===== config.mk =====
export PLATFORM = sky130hd
export DESIGN_NAME = sliding_window_minimum_flat
export DESIGN_NICKNAME = d
export VERILOG_FILES = /design/src/swm_pkg.sv /design/src/swm_if.sv /design/src/sliding_window_minimum.sv /design/src/swm_ctrl.sv /design/src/swm_datapath.sv /design/src/flat_wrapper.sv
export SDC_FILE = /design/constraint.sdc
export NUM_CORES = 2
export LEC_CHECK = 0
export ABC_AREA = 1
export BUFFER_PORTS_ARGS = -buffer_cell sky130_fd_sc_hd__clkbuf_2
export CAP_MARGIN = 20
export CELL_PAD_IN_SITES_DETAIL_PLACEMENT = 1
export CELL_PAD_IN_SITES_GLOBAL_PLACEMENT = 1
export CORE_MARGIN = 3
export CORE_UTILIZATION = 53
export CTS_CLUSTER_SIZE = 16
export DETAILED_ROUTE_END_ITERATION = 8
export GPL_ROUTABILITY_DRIVEN = 1
export PLACE_DENSITY = 0.89
export SYNTH_ARGS = -nofsm -noshare
export SYNTH_HDL_FRONTEND = slang
export SYNTH_SLANG_ARGS = --single-unit
export TNS_END_PERCENT = 30

===== constraint.sdc =====
create_clock -name clk -period 4.75 [get_ports clk]
set_input_delay 0.475 -clock clk [delete_from_list [all_inputs] [get_ports clk]]
set_output_delay 0.475 -clock clk [all_outputs]
set_load 0.02 [all_outputs]

===== src/swm_pkg.sv =====
// Shared types and constants for the sliding window minimum block.
`default_nettype none
package swm_pkg;

  localparam int ValueW = 32;
  localparam int SlotW  = 6;

  typedef enum logic [2:0] {
    ST_IDLE,
    ST_OM_PTR,
    ST_OM_VAL,
    ST_SCAN,
    ST_RESOLVE,
    ST_LOAD
  } state_t;

  typedef struct packed {
    logic accept;
    logic om_ptr;
    logic om_val;
    logic scan;
    logic resolve;
    logic load;
  } cmd_t;

  typedef struct packed {
    logic filled;
    logic last_slot;
    logic hit_old;
    logic scan_done;
    logic out_full;
  } status_t;

endpackage
`default_nettype wire


===== src/swm_if.sv =====
// Request channel interfaces: input value and window minimum result.
`default_nettype none
interface swm_in_if import swm_pkg::*; ();
  logic              valid;
  logic              ready;
  logic [ValueW-1:0] value;

  modport source(output valid, output value, input ready);
  modport sink(input valid, input value, output ready);
endinterface

interface swm_out_if import swm_pkg::*; ();
  logic              valid;
  logic              ready;
  logic [ValueW-1:0] min_value;
  logic [SlotW-1:0]  min_slot;
  logic              first_return;

  modport source(output valid, output min_value, output min_slot, output first_return,
                 input ready);
  modport sink(input valid, input min_value, input min_slot, input first_return,
               output ready);
endinterface
`default_nettype wire


===== src/sliding_window_minimum.sv =====
// Sliding window minimum over the last WINDOW values, two-stack ring queue.
//
// sample channel carries one 32-bit value per request; result channel carries
// the window minimum, its ring slot (6 bits) and a first-return flag.
// After reset the ring is empty: the first WINDOW-1 requests only fill it,
// back to back, and give no result. Every later request gives one result.
// Steps per request:
//   in the usual case accept, select, load result register;
//   when the oldest-stack minimum leaves the window, a suffix pointer read
//     and then a value read come between accept and select;
//   on the request that writes the last slot, a scan over the value memory
//     rebuilds the suffix minima, one slot per cycle, before the select.
// The single read port of the value memory sets the scan length.
// Results sit in an output register; a new request is taken while one waits.
// If the receiver stalls, the block holds its next result until the register
// frees. Reset clears pointers, fill state and the result valid flag.
`default_nettype none
module sliding_window_minimum import swm_pkg::*; #(
  parameter int WINDOW = 64
) (
  input  logic       clk,
  input  logic       rst,
  swm_in_if.sink     sample,
  swm_out_if.source  result
);

  cmd_t    cmd;
  status_t status;

  swm_ctrl u_ctrl (
    .clk          (clk),
    .rst          (rst),
    .sample_valid (sample.valid),
    .sample_ready (sample.ready),
    .status       (status),
    .cmd          (cmd)
  );

  swm_datapath #(
    .WINDOW (WINDOW)
  ) u_datapath (
    .clk          (clk),
    .rst          (rst),
    .cmd          (cmd),
    .status       (status),
    .value        (sample.value),
    .result_ready (result.ready),
    .result_valid (result.valid),
    .min_value    (result.min_value),
    .min_slot     (result.min_slot),
    .first_return (result.first_return)
  );

endmodule
`default_nettype wire


===== src/swm_ctrl.sv =====
// Sequencing state machine for the sliding window minimum block.
`default_nettype none
module swm_ctrl import swm_pkg::*; (
  input  logic    clk,
  input  logic    rst,
  input  logic    sample_valid,
  output logic    sample_ready,
  input  status_t status,
  output cmd_t    cmd
);

  state_t state, state_next;

  always_ff @(posedge clk) begin
    if (rst) begin
      state <= ST_IDLE;
    end else begin
      state <= state_next;
    end
  end

  always_comb begin
    state_next   = state;
    cmd          = '0;
    sample_ready = 1'b0;
    unique case (state)
      ST_IDLE: begin
        sample_ready = 1'b1;
        if (sample_valid) begin
          cmd.accept = 1'b1;
          if (!status.filled) begin
            state_next = ST_IDLE;
          end else if (status.last_slot) begin
            state_next = ST_SCAN;
          end else if (status.hit_old) begin
            state_next = ST_OM_PTR;
          end else begin
            state_next = ST_RESOLVE;
          end
        end
      end
      ST_OM_PTR: begin
        cmd.om_ptr = 1'b1;
        state_next = ST_OM_VAL;
      end
      ST_OM_VAL: begin
        cmd.om_val = 1'b1;
        state_next = ST_RESOLVE;
      end
      ST_SCAN: begin
        cmd.scan = 1'b1;
        if (status.scan_done) begin
          state_next = ST_RESOLVE;
        end
      end
      ST_RESOLVE: begin
        cmd.resolve = 1'b1;
        state_next  = ST_LOAD;
      end
      ST_LOAD: begin
        if (!status.out_full) begin
          cmd.load   = 1'b1;
          state_next = ST_IDLE;
        end
      end
      default: begin
        state_next = ST_IDLE;
      end
    endcase
  end

endmodule
`default_nettype wire


===== src/swm_datapath.sv =====
// Ring memories, stack pointers, rebuild scan and result register.
`default_nettype none
module swm_datapath import swm_pkg::*; #(
  parameter int WINDOW = 64
) (
  input  logic              clk,
  input  logic              rst,
  input  cmd_t              cmd,
  output status_t           status,
  input  logic [ValueW-1:0] value,
  input  logic              result_ready,
  output logic              result_valid,
  output logic [ValueW-1:0] min_value,
  output logic [SlotW-1:0]  min_slot,
  output logic              first_return
);

  localparam int IW = (WINDOW > 1) ? $clog2(WINDOW) : 1;
  localparam logic [IW-1:0] LastSlot = IW'(WINDOW - 1);
  localparam logic [IW-1:0] FillSlot = IW'(WINDOW - 2);

  // Ring storage, not reset; the fill phase writes slots 0 to WINDOW-2.
  logic [ValueW-1:0] val_mem  [WINDOW];
  logic [IW-1:0]     sfx_mem  [WINDOW];
  logic              flag_mem [WINDOW];

  logic [IW-1:0]     w, nm, om;
  logic [ValueW-1:0] nm_val, om_val;
  logic              filled;
  logic [IW-1:0]     best, rk, pk, res;
  logic [ValueW-1:0] best_val, res_val;
  logic              rlive, pv;
  logic [ValueW-1:0] val_rd;
  logic [IW-1:0]     sfx_rd;
  logic              flag_rd;

  logic              take;
  logic [IW-1:0]     best_next;
  logic [ValueW-1:0] best_val_next;
  logic              pick_old;
  logic [IW-1:0]     res_next;
  logic [ValueW-1:0] res_val_next;
  logic [IW-1:0]     val_raddr;

  assign take          = pv && (val_rd < best_val);
  assign best_next     = take ? pk : best;
  assign best_val_next = take ? val_rd : best_val;

  assign pick_old     = (w == '0) || !(nm_val < om_val);
  assign res_next     = pick_old ? om : nm;
  assign res_val_next = pick_old ? om_val : nm_val;

  assign val_raddr = cmd.scan ? rk : sfx_rd;

  assign status.filled    = filled;
  assign status.last_slot = (w == LastSlot);
  assign status.hit_old   = (w == om);
  assign status.scan_done = pv && (pk == '0);
  assign status.out_full  = result_valid && !result_ready;

  // Value memory: written per request, read by the scan and on pointer moves.
  always_ff @(posedge clk) begin
    if (cmd.accept) begin
      val_mem[w] <= value;
    end
    if ((cmd.scan && rlive) || cmd.om_ptr) begin
      val_rd <= val_mem[val_raddr];
    end
  end

  // Suffix minimum pointers.
  always_ff @(posedge clk) begin
    if (cmd.accept && filled && (w == LastSlot)) begin
      sfx_mem[LastSlot] <= LastSlot;
    end else if (cmd.scan && pv) begin
      sfx_mem[pk] <= best_next;
    end
    if (cmd.accept) begin
      sfx_rd <= sfx_mem[w + IW'(1)];
    end
  end

  // Returned flags: cleared on write, set when returned.
  always_ff @(posedge clk) begin
    if (cmd.accept) begin
      flag_mem[w] <= 1'b0;
    end else if (cmd.load) begin
      flag_mem[res] <= 1'b1;
    end
    if (cmd.resolve) begin
      flag_rd <= flag_mem[res_next];
    end
  end

  // Pointer and fill control.
  always_ff @(posedge clk) begin
    if (rst) begin
      w      <= '0;
      nm     <= '0;
      om     <= '0;
      filled <= 1'b0;
      rlive  <= 1'b0;
      pv     <= 1'b0;
    end else begin
      if (cmd.accept) begin
        if ((w == '0) || (value < nm_val)) begin
          nm <= w;
        end
        if (!filled) begin
          w <= w + IW'(1);
          if (w == FillSlot) begin
            filled <= 1'b1;
          end
        end else if (w == LastSlot) begin
          w     <= '0;
          rlive <= 1'b1;
          pv    <= 1'b0;
        end else begin
          w <= w + IW'(1);
        end
      end
      if (cmd.om_ptr) begin
        om <= sfx_rd;
      end
      if (cmd.scan) begin
        pv <= rlive;
        if (rlive && (rk == '0)) begin
          rlive <= 1'b0;
        end
        if (status.scan_done) begin
          nm <= '0;
          om <= best_next;
        end
      end
    end
  end

  // Payload registers.
  always_ff @(posedge clk) begin
    if (cmd.accept) begin
      if ((w == '0) || (value < nm_val)) begin
        nm_val <= value;
      end
      if (filled && (w == LastSlot)) begin
        best     <= LastSlot;
        best_val <= value;
        rk       <= FillSlot;
      end
    end
    if (cmd.om_val) begin
      om_val <= val_rd;
    end
    if (cmd.scan) begin
      pk       <= rk;
      best     <= best_next;
      best_val <= best_val_next;
      if (rlive && (rk != '0)) begin
        rk <= rk - IW'(1);
      end
      if (status.scan_done) begin
        om_val <= best_val_next;
      end
    end
    if (cmd.resolve) begin
      res     <= res_next;
      res_val <= res_val_next;
    end
  end

  // Result register.
  always_ff @(posedge clk) begin
    if (rst) begin
      result_valid <= 1'b0;
    end else if (cmd.load) begin
      result_valid <= 1'b1;
    end else if (result_ready) begin
      result_valid <= 1'b0;
    end
  end

  always_ff @(posedge clk) begin
    if (cmd.load) begin
      min_value    <= res_val;
      min_slot     <= SlotW'(res);
      first_return <= !flag_rd;
    end
  end

endmodule
`default_nettype wire


===== src/flat_wrapper.sv =====
// flat-port wrapper written by rule: the top's interface ports become plain ports
module sliding_window_minimum_flat import swm_pkg::*;
#(
  parameter int WINDOW = 64
)
  (clk, rst, sample_valid, sample_value, sample_ready, result_valid, result_min_value, result_min_slot, result_first_return, result_ready);
  swm_in_if sample_i ();
  swm_out_if result_i ();
  input  logic clk;
  input  logic rst;
  input wire logic [$bits(sample_i.valid)-1:0] sample_valid;
  input wire logic [$bits(sample_i.value)-1:0] sample_value;
  output wire logic [$bits(sample_i.ready)-1:0] sample_ready;
  output wire logic [$bits(result_i.valid)-1:0] result_valid;
  output wire logic [$bits(result_i.min_value)-1:0] result_min_value;
  output wire logic [$bits(result_i.min_slot)-1:0] result_min_slot;
  output wire logic [$bits(result_i.first_return)-1:0] result_first_return;
  input wire logic [$bits(result_i.ready)-1:0] result_ready;
  assign sample_i.valid = sample_valid;
  assign sample_i.value = sample_value;
  assign sample_ready = sample_i.ready;
  assign result_valid = result_i.valid;
  assign result_min_value = result_i.min_value;
  assign result_min_slot = result_i.min_slot;
  assign result_first_return = result_i.first_return;
  assign result_i.ready = result_ready;
  sliding_window_minimum #(.WINDOW(WINDOW)) u_core (.clk(clk), .rst(rst), .sample(sample_i), .result(result_i));
endmodule

# Word level (Yosys, flattened, before mapping)
# Memories as Yosys holds them, arrays and structs flattened. A register that Yosys moved wholly into a read port is not among the register bits.
# Index checks and enable logic that the tools add are counted.
# op_classes
n_lt_le_gt_ge	3
eq_ne	11
add_sub_neg	2
n_reduce_logical	32
n_mux	72
# ops
op	count
32-bit two-way mux	8
6-bit two-way mux	22
32-bit less-than comparator	3
1-bit two-way mux	35
6-bit zero test	3
3-bit two-way mux	6
3-bit one-hot mux with 6 select lines	1
6-bit == test, second input constant	2
1-bit logical AND	10
2-bit nonzero test	5
6-bit by 1-bit adder with 6-bit output, second input constant	1
3-bit by 2-bit == test with 1-bit output, second input constant	2
3-bit == test, second input constant	2
6-bit == test	1
3-bit AND reduction	2
6-bit nonzero test	1
6-bit OR reduction	1
6-bit by 1-bit subtractor with 6-bit output, second input constant	1
2-bit != test, second input constant	2
2-bit AND reduction	2
3-bit by 1-bit == test with 1-bit output, second input constant	1
1-bit zero test	3
3-bit zero test	1
1-bit logical OR	3
other kinds (2)	2
# totals
register_bits	216
mem_count	3
input_bits	36
wordCells	142
ram_bits	2496
output_inout_bits	41
# mem_list
memory	words	word_bits	read_ports	rd_clocked_by_memory_dff	wr	line_no	source
u_core.u_datapath.val_mem	64	32	1	1	1	swm_datapath.sv:23	logic [ValueW-1:0] val_mem [WINDOW];
u_core.u_datapath.sfx_mem	64	6	1	1	1	swm_datapath.sv:24	logic [IW-1:0] sfx_mem [WINDOW];
u_core.u_datapath.flag_mem	64	1	1	1	1	swm_datapath.sv:25	logic flag_mem [WINDOW];

# Depth between registers and ports, before layout
# depth
ltp_word	9
depth_mapped	23

# By module
# From an unflattened synthesis, not the netlist that was laid out.
# unflattened
cells_unflattened	8613
hier_area_um2	110729.9
# modules_own_cells
module	seq_area_each_um2	instances	area_per_inst_um2	cells_each
swm_datapath	81918.6	1	110473.5	8567
swm_ctrl	60.1	1	256.5	46

# Least setup slack after synthesis
# No wires, ideal clock.
# synth_path
kind	register to register
startpoint	register u_core.u_ctrl.state[1]
endpoint	memory u_core.u_datapath.val_mem[50][0] (enable)
setup_time_ns	0.461
arrival_time_ns	3.620
t_required_ns	4.289
slack_ns	0.669
period_less_slack_ns	4.081
path_stages_with_launch	8
path_cell_list	dfxtp_1 > nor2_1 > inv_1 > nor2_1 > inv_1 > nor2_2 > nand2_1 > nor3_1
# synth_between
elab_chain_cells	4
# synth_lines
element	line_no	source
from (decl)	swm_ctrl.sv:12	state_t state, state_next;
from (signal assigned)	swm_ctrl.sv:18	state <= state_next;
3-bit zero test	swm_ctrl.sv:26	unique case (state)
1-bit two-way mux	swm_ctrl.sv:26	
1-bit two-way mux	swm_datapath.sv:63	if (cmd.accept) begin
1-bit two-way mux (not written as such)	swm_datapath.sv:64	val_mem[w] <= value;
to (decl)	swm_datapath.sv:23	
# No other way between the ends.

# Final worst setup path
# layout_path
startpoint	register u_core.u_ctrl.state[1]
endpoint	register u_core.u_datapath.val_rd[6], read port of u_core.u_datapath.val_mem (data pin)
# layout_between
elab_chain_cells	4
# layout_lines
element	line_no	source
3-bit by 2-bit == test with 1-bit output	swm_ctrl.sv:26	
1-bit two-way mux	swm_ctrl.sv:26	
1-bit logical AND	swm_datapath.sv:66	if ((cmd.scan && rlive) || cmd.om_ptr) begin
1-bit logical OR	swm_datapath.sv:66	
to (decl)	swm_datapath.sv:33	logic [ValueW-1:0] val_rd;
# Several ways; a longest one is shown, not always the timed one.
# A chain may end at the register's enable or synchronous reset.

==> summary.txt <==
GRT
  – Via count of the first global-routing pass: between 80000 and 90000
  – Maximum number of pins on one net before global-route repair: slightly below 200
  – Global Route Usage Sum: 0.396
  – Initial antenna violation count: 21
  – Global-route wire length before repair: just over 600 mm
  – GRT Residual Overflow: 0

CTS
  – Worst skew pair latency: 0.99 ns
  – Post-CTS setup buffers: 0
  – CTS buffer count: between 200 and 300
  – CTS tree: built
  – H-Tree Depth: 5
  – Worst-path clk slew: 0.07 ns
  – Cell at the root of the clock tree: sky130_fd_sc_hd__clkbuf_16
  – Max clock buf depth: 4
  – Num Clock Sinks: 2751

Floorplanning
  – Top-level I/O count: 77
  – Floorplan die area: around 210000 µm²
  – Vertical die dimension: 463 µm
  – Std-Cell Rows: 167
  – Initial core utilization: 0.534
  – Die X-Extent: about 460 µm
  – Core outline area: ~210000 µm²

STA
  – Worst hold slack: approximately 0.066 ns
  – Share of the cycle needed by the critical path after routing: 1.02
  – Headroom to the max-slew limit: 0.170
  – Highest attainable clock frequency: ~200 MHz
  – Min setup slack post-route: -0.106 ns
  – Setup clock skew after layout: just under 0.1 ns
  – Post-layout min period: 4.86 ns
  – Unrepaired setup endpoints after global routing: yes
  – Worst Max-Slew Pin Slew: between 1 and 1.5 ns
  – Endpoints failing hold: 0
  – Total count of max-transition violations in the final report: 0
  – Final setup violating endpoints: 3

Synth
  – Netlist cell types: 47
  – Synthesized flop and latch total: about 2800
  – Number of flops mapped to enable cells by yosys: around 2700
  – Top cell type's share of synthesized area: 0.730
  – Yosys warning count: 0
  – Syn Std Cell Area: 111000 µm²
  – Area leader, netlist: sky130_fd_sc_hd__edfxtp_1
  – FFs w/ async S/R, synth: 0
  – Post-synthesis cell count: approximately 8600
  – Syn nets: between 8000 and 9000
  – Most frequently used flop master after synthesis: sky130_fd_sc_hd__edfxtp_1
  – Mean instance size in the synthesized netlist: 12.9 µm²
  – Top area cells in the synthesized netlist: sky130_fd_sc_hd__edfxtp_1 (73%), sky130_fd_sc_hd__o21ai_0 (5.7%), sky130_fd_sc_hd__nor2_1 (5.7%)
  – Part of the Yosys area used for sequential elements: 0.741

Worst setup path
  – CP top delay family: compound AO/OA/AOI/OAI gates
  – Required time at the worst-slack endpoint: 5.55 ns
  – Critical path, cell by cell: nand3_4 -> nand2_1 -> o21ai_4 -> inv_16 -> buf_12 -> buf_4 -> nor2_1 -> o22ai_1 -> o21ai_0 -> o221ai_1 -> o211ai_1 -> nand2_1
  – Largest fanout of any net on the critical path: approximately 190
  – Register-to-register path setup slack: -0.11 ns
  – Kind of critical path: reg2reg
  – Depth of the worst register-to-register path: 12
  – Path length in cells of the critical path: 12
  – Crit-path max cell delay: approximately 0.55 ns
  – Startpoint of the worst register-to-register path: u_core.u_ctrl.state[1]$_SDFFE_PP0P_
  – Worst path bufs/invs: 3
  – Slowest cell on the critical path: sky130_fd_sc_hd__o211ai_1
  – Most frequent CP cell: sky130_fd_sc_hd__nand2_1
  – Kind of end point of the critical path: flop
  – Startpoint Class: flop
  – Arrival @ worst endpoint: 5.66 ns
  – RR Endpoint: u_core.u_datapath.val_rd[6]$_DFFE_PP_

Power
  – P per Cell Area: about 470 nW/µm²
  – Worst VDD drop: approximately 0.47 mV
  – Pleak: just over 40 nW

Routing
  – Number of nets with antenna violations after detailed routing: 0
  – Routed wire length: between 400 and 500 mm
  – DRC violation count after routing: 21
  – Initial DRC count: between 15000 and 20000
  – Average routed wire per standard cell: 37.3 µm
  – Vias per inst: 7.29
  – Count of TritonRoute iterations in the first routing pass: 9
  – Total number of vias: roughly 85000

Layout
  – Filler cell count in the final layout: 19700
  – Total area of multi-input combinational cells: about 26000 µm²
  – Most frequent cells in the layout: sky130_fd_sc_hd__edfxtp_1 (2688), sky130_fd_sc_hd__nor2_1 (1600), sky130_fd_sc_hd__o21ai_0 (1257), sky130_fd_sc_hd__o22ai_1 (543), sky130_fd_sc_hd__nand2_1 (398)
  – Share of cells above drive strength 1: 0.0923
  – Layout net count: 8797
  – Area occupied by registers: 82000 µm²
  – Fin util: 0.599
  – Layout Area Growth over Synthesis: 12.3%
  – Leading cell type in the layout, fill and taps excluded: sky130_fd_sc_hd__edfxtp_1

Run status
  – Status: finished, violations left
  – Violated checks: design-rule violations, negative setup slack

Worst hold path
  – HP Class: in2reg
  – Startpoint of the tightest hold check path: sample_value[31]
  – Worst Hold End: u_core.u_datapath.nm_val[31]$_DFFE_PP_
  – Cell depth of the worst min-delay path: 1

Placed design
  – Port bufs: between 70 and 80
  – Routability cong.: about 0.88
  – Placed wire-length estimate after detailed placement: about 220 mm

Run
  – Number of max-cap violations: 0
power by group:
group,internal (W),switching (W),leakage (nW)
clock,0.0125,0.0100,4.33
sequential,0.0269,0.000348,25.3
combinational,0.00217,0.00690,11.7
registers in the layout, summed over array words and instances (netlist names), 32 cells and up:
name,flops
u_core.u_datapath.nm_val,32
u_core.u_datapath.best_val,32
u_core.u_datapath.val_rd,32
u_core.u_datapath.val_mem,2048
u_core.u_datapath.min_value,32
u_core.u_datapath.flag_mem,64
u_core.u_datapath.res_val,32
u_core.u_datapath.om_val,32
u_core.u_datapath.sfx_mem,384
cell usage after synthesis (69+ instances only):
cell                       number
sky130_fd_sc_hd__a21oi_1       72
sky130_fd_sc_hd__buf_2         71
sky130_fd_sc_hd__clkbuf_1     452
sky130_fd_sc_hd__edfxtp_1    2688
sky130_fd_sc_hd__ha_1          98
sky130_fd_sc_hd__inv_1        305
sky130_fd_sc_hd__mux2i_1       69
sky130_fd_sc_hd__nand2_1      408
sky130_fd_sc_hd__nand3_1      183
sky130_fd_sc_hd__nor2_1      1668
sky130_fd_sc_hd__o21ai_0     1258
sky130_fd_sc_hd__o21ai_1      313
sky130_fd_sc_hd__o221ai_1     171
sky130_fd_sc_hd__o22ai_1      543
cell families (layout without fill, tap and decap cells):
kind of cell / Yosys count / after routing / share of synthesized area
flops: 2751 / 2751 / 0.741
compound gates: 2475 / 2475 / 0.127
simple gates: 2316 / 2316 / 0.0819
buf+inv: 884 / 1146 / 0.0316
fa+ha+maj: 98 / 98 / 0.0111
mux: 76 / 76 / 0.00696
xor+xnor: 5 / 5 / 0.000396
other cells: 0 / 20 / 0
metrics by stage:
| stage | setup slack [ns] | cells | TNS [ns] | instance area [µm²] | power (W) |
|---|---|---|---|---|---|
| 5_1_grt | -0.0335 | 11700 | -0.0335 | 124000 | 0.0599 |
| 3_3_place_gp | 0.813 | 11100 | 0 | 115000 | 0.0349 |
| 4_1_cts | 0.400 | 11700 | 0 | 124000 | 0.0582 |
| 2_1_floorplan | 0.669 | 8605 | 0 | 111000 | 0.0322 |
| 6_report | -0.106 | 11700 | -0.172 | 124000 | 0.0589 |
| 3_5_place_dp | 0.557 | 11100 | 0 | 115000 | 0.0357 |
worst reg2reg max path, cell delays in order, from the launching register on:
cell	delay [ns]
sky130_fd_sc_hd__dfxtp_1	0.48
sky130_fd_sc_hd__nand3_4	0.38
sky130_fd_sc_hd__nand2_1	0.28
sky130_fd_sc_hd__o21ai_4	0.16
sky130_fd_sc_hd__inv_16	0.46
sky130_fd_sc_hd__buf_12	0.61
sky130_fd_sc_hd__buf_4	0.44
sky130_fd_sc_hd__nor2_1	0.11
sky130_fd_sc_hd__o22ai_1	0.28
sky130_fd_sc_hd__o21ai_0	0.20
sky130_fd_sc_hd__o221ai_1	0.44
sky130_fd_sc_hd__o211ai_1	0.55
sky130_fd_sc_hd__nand2_1	0.28
metal layers:
layer / share of wire / global-route usage
met1: 0.31 / 0.460
met2: 0.44 / 0.598
met3: 0.15 / 0.143
met4: 0.097 / 0.307
met5: 0.0015 / 0.0183
repair_timing:
item | CTS | global route
hold buffers | 4 | 0
endpoints found under the setup margin | 0 | 2
endpoints found under the hold margin | 11 | 0
gates resized for setup | 0 | 1
layout make-up:
type | instances | area share
Antenna cell | 20 | 0.000403
Clock buffer | 370 | 0.0626
Clock inverter | 129 | 0.00870
Inverter | 316 | 0.00986
Multi-Input combinational cell | 4970 | 0.208
Sequential cell | 2751 | 0.660
Tap cell | 2788 | 0.0281
Timing Repair Buffer | 331 | 0.0227
worst max-delay path by stage:
| stage | to | startpoint | slack, ns |
|---|---|---|---|
| floorplan | u_core.u_datapath.val_mem[50][0]$_DFFE_PP_ | u_core.u_ctrl.state[1]$_SDFFE_PP0P_ | 0.67 |
| global placement | u_core.u_datapath.val_rd[19]$_DFFE_PP_ | u_core.u_ctrl.state[2]$_SDFFE_PP0P_ | 0.81 |
| detailed placement | u_core.u_datapath.val_rd[19]$_DFFE_PP_ | u_core.u_ctrl.state[1]$_SDFFE_PP0P_ | 0.56 |
| CTS | u_core.u_datapath.val_rd[19]$_DFFE_PP_ | u_core.u_ctrl.state[1]$_SDFFE_PP0P_ | 0.40 |
| global route | u_core.u_datapath.val_rd[6]$_DFFE_PP_ | u_core.u_ctrl.state[1]$_SDFFE_PP0P_ | -0.03 |
| finish | u_core.u_datapath.val_rd[6]$_DFFE_PP_ | u_core.u_ctrl.state[1]$_SDFFE_PP0P_ | -0.11 |
Note: power is estimated with default switching activity, not from simulation.
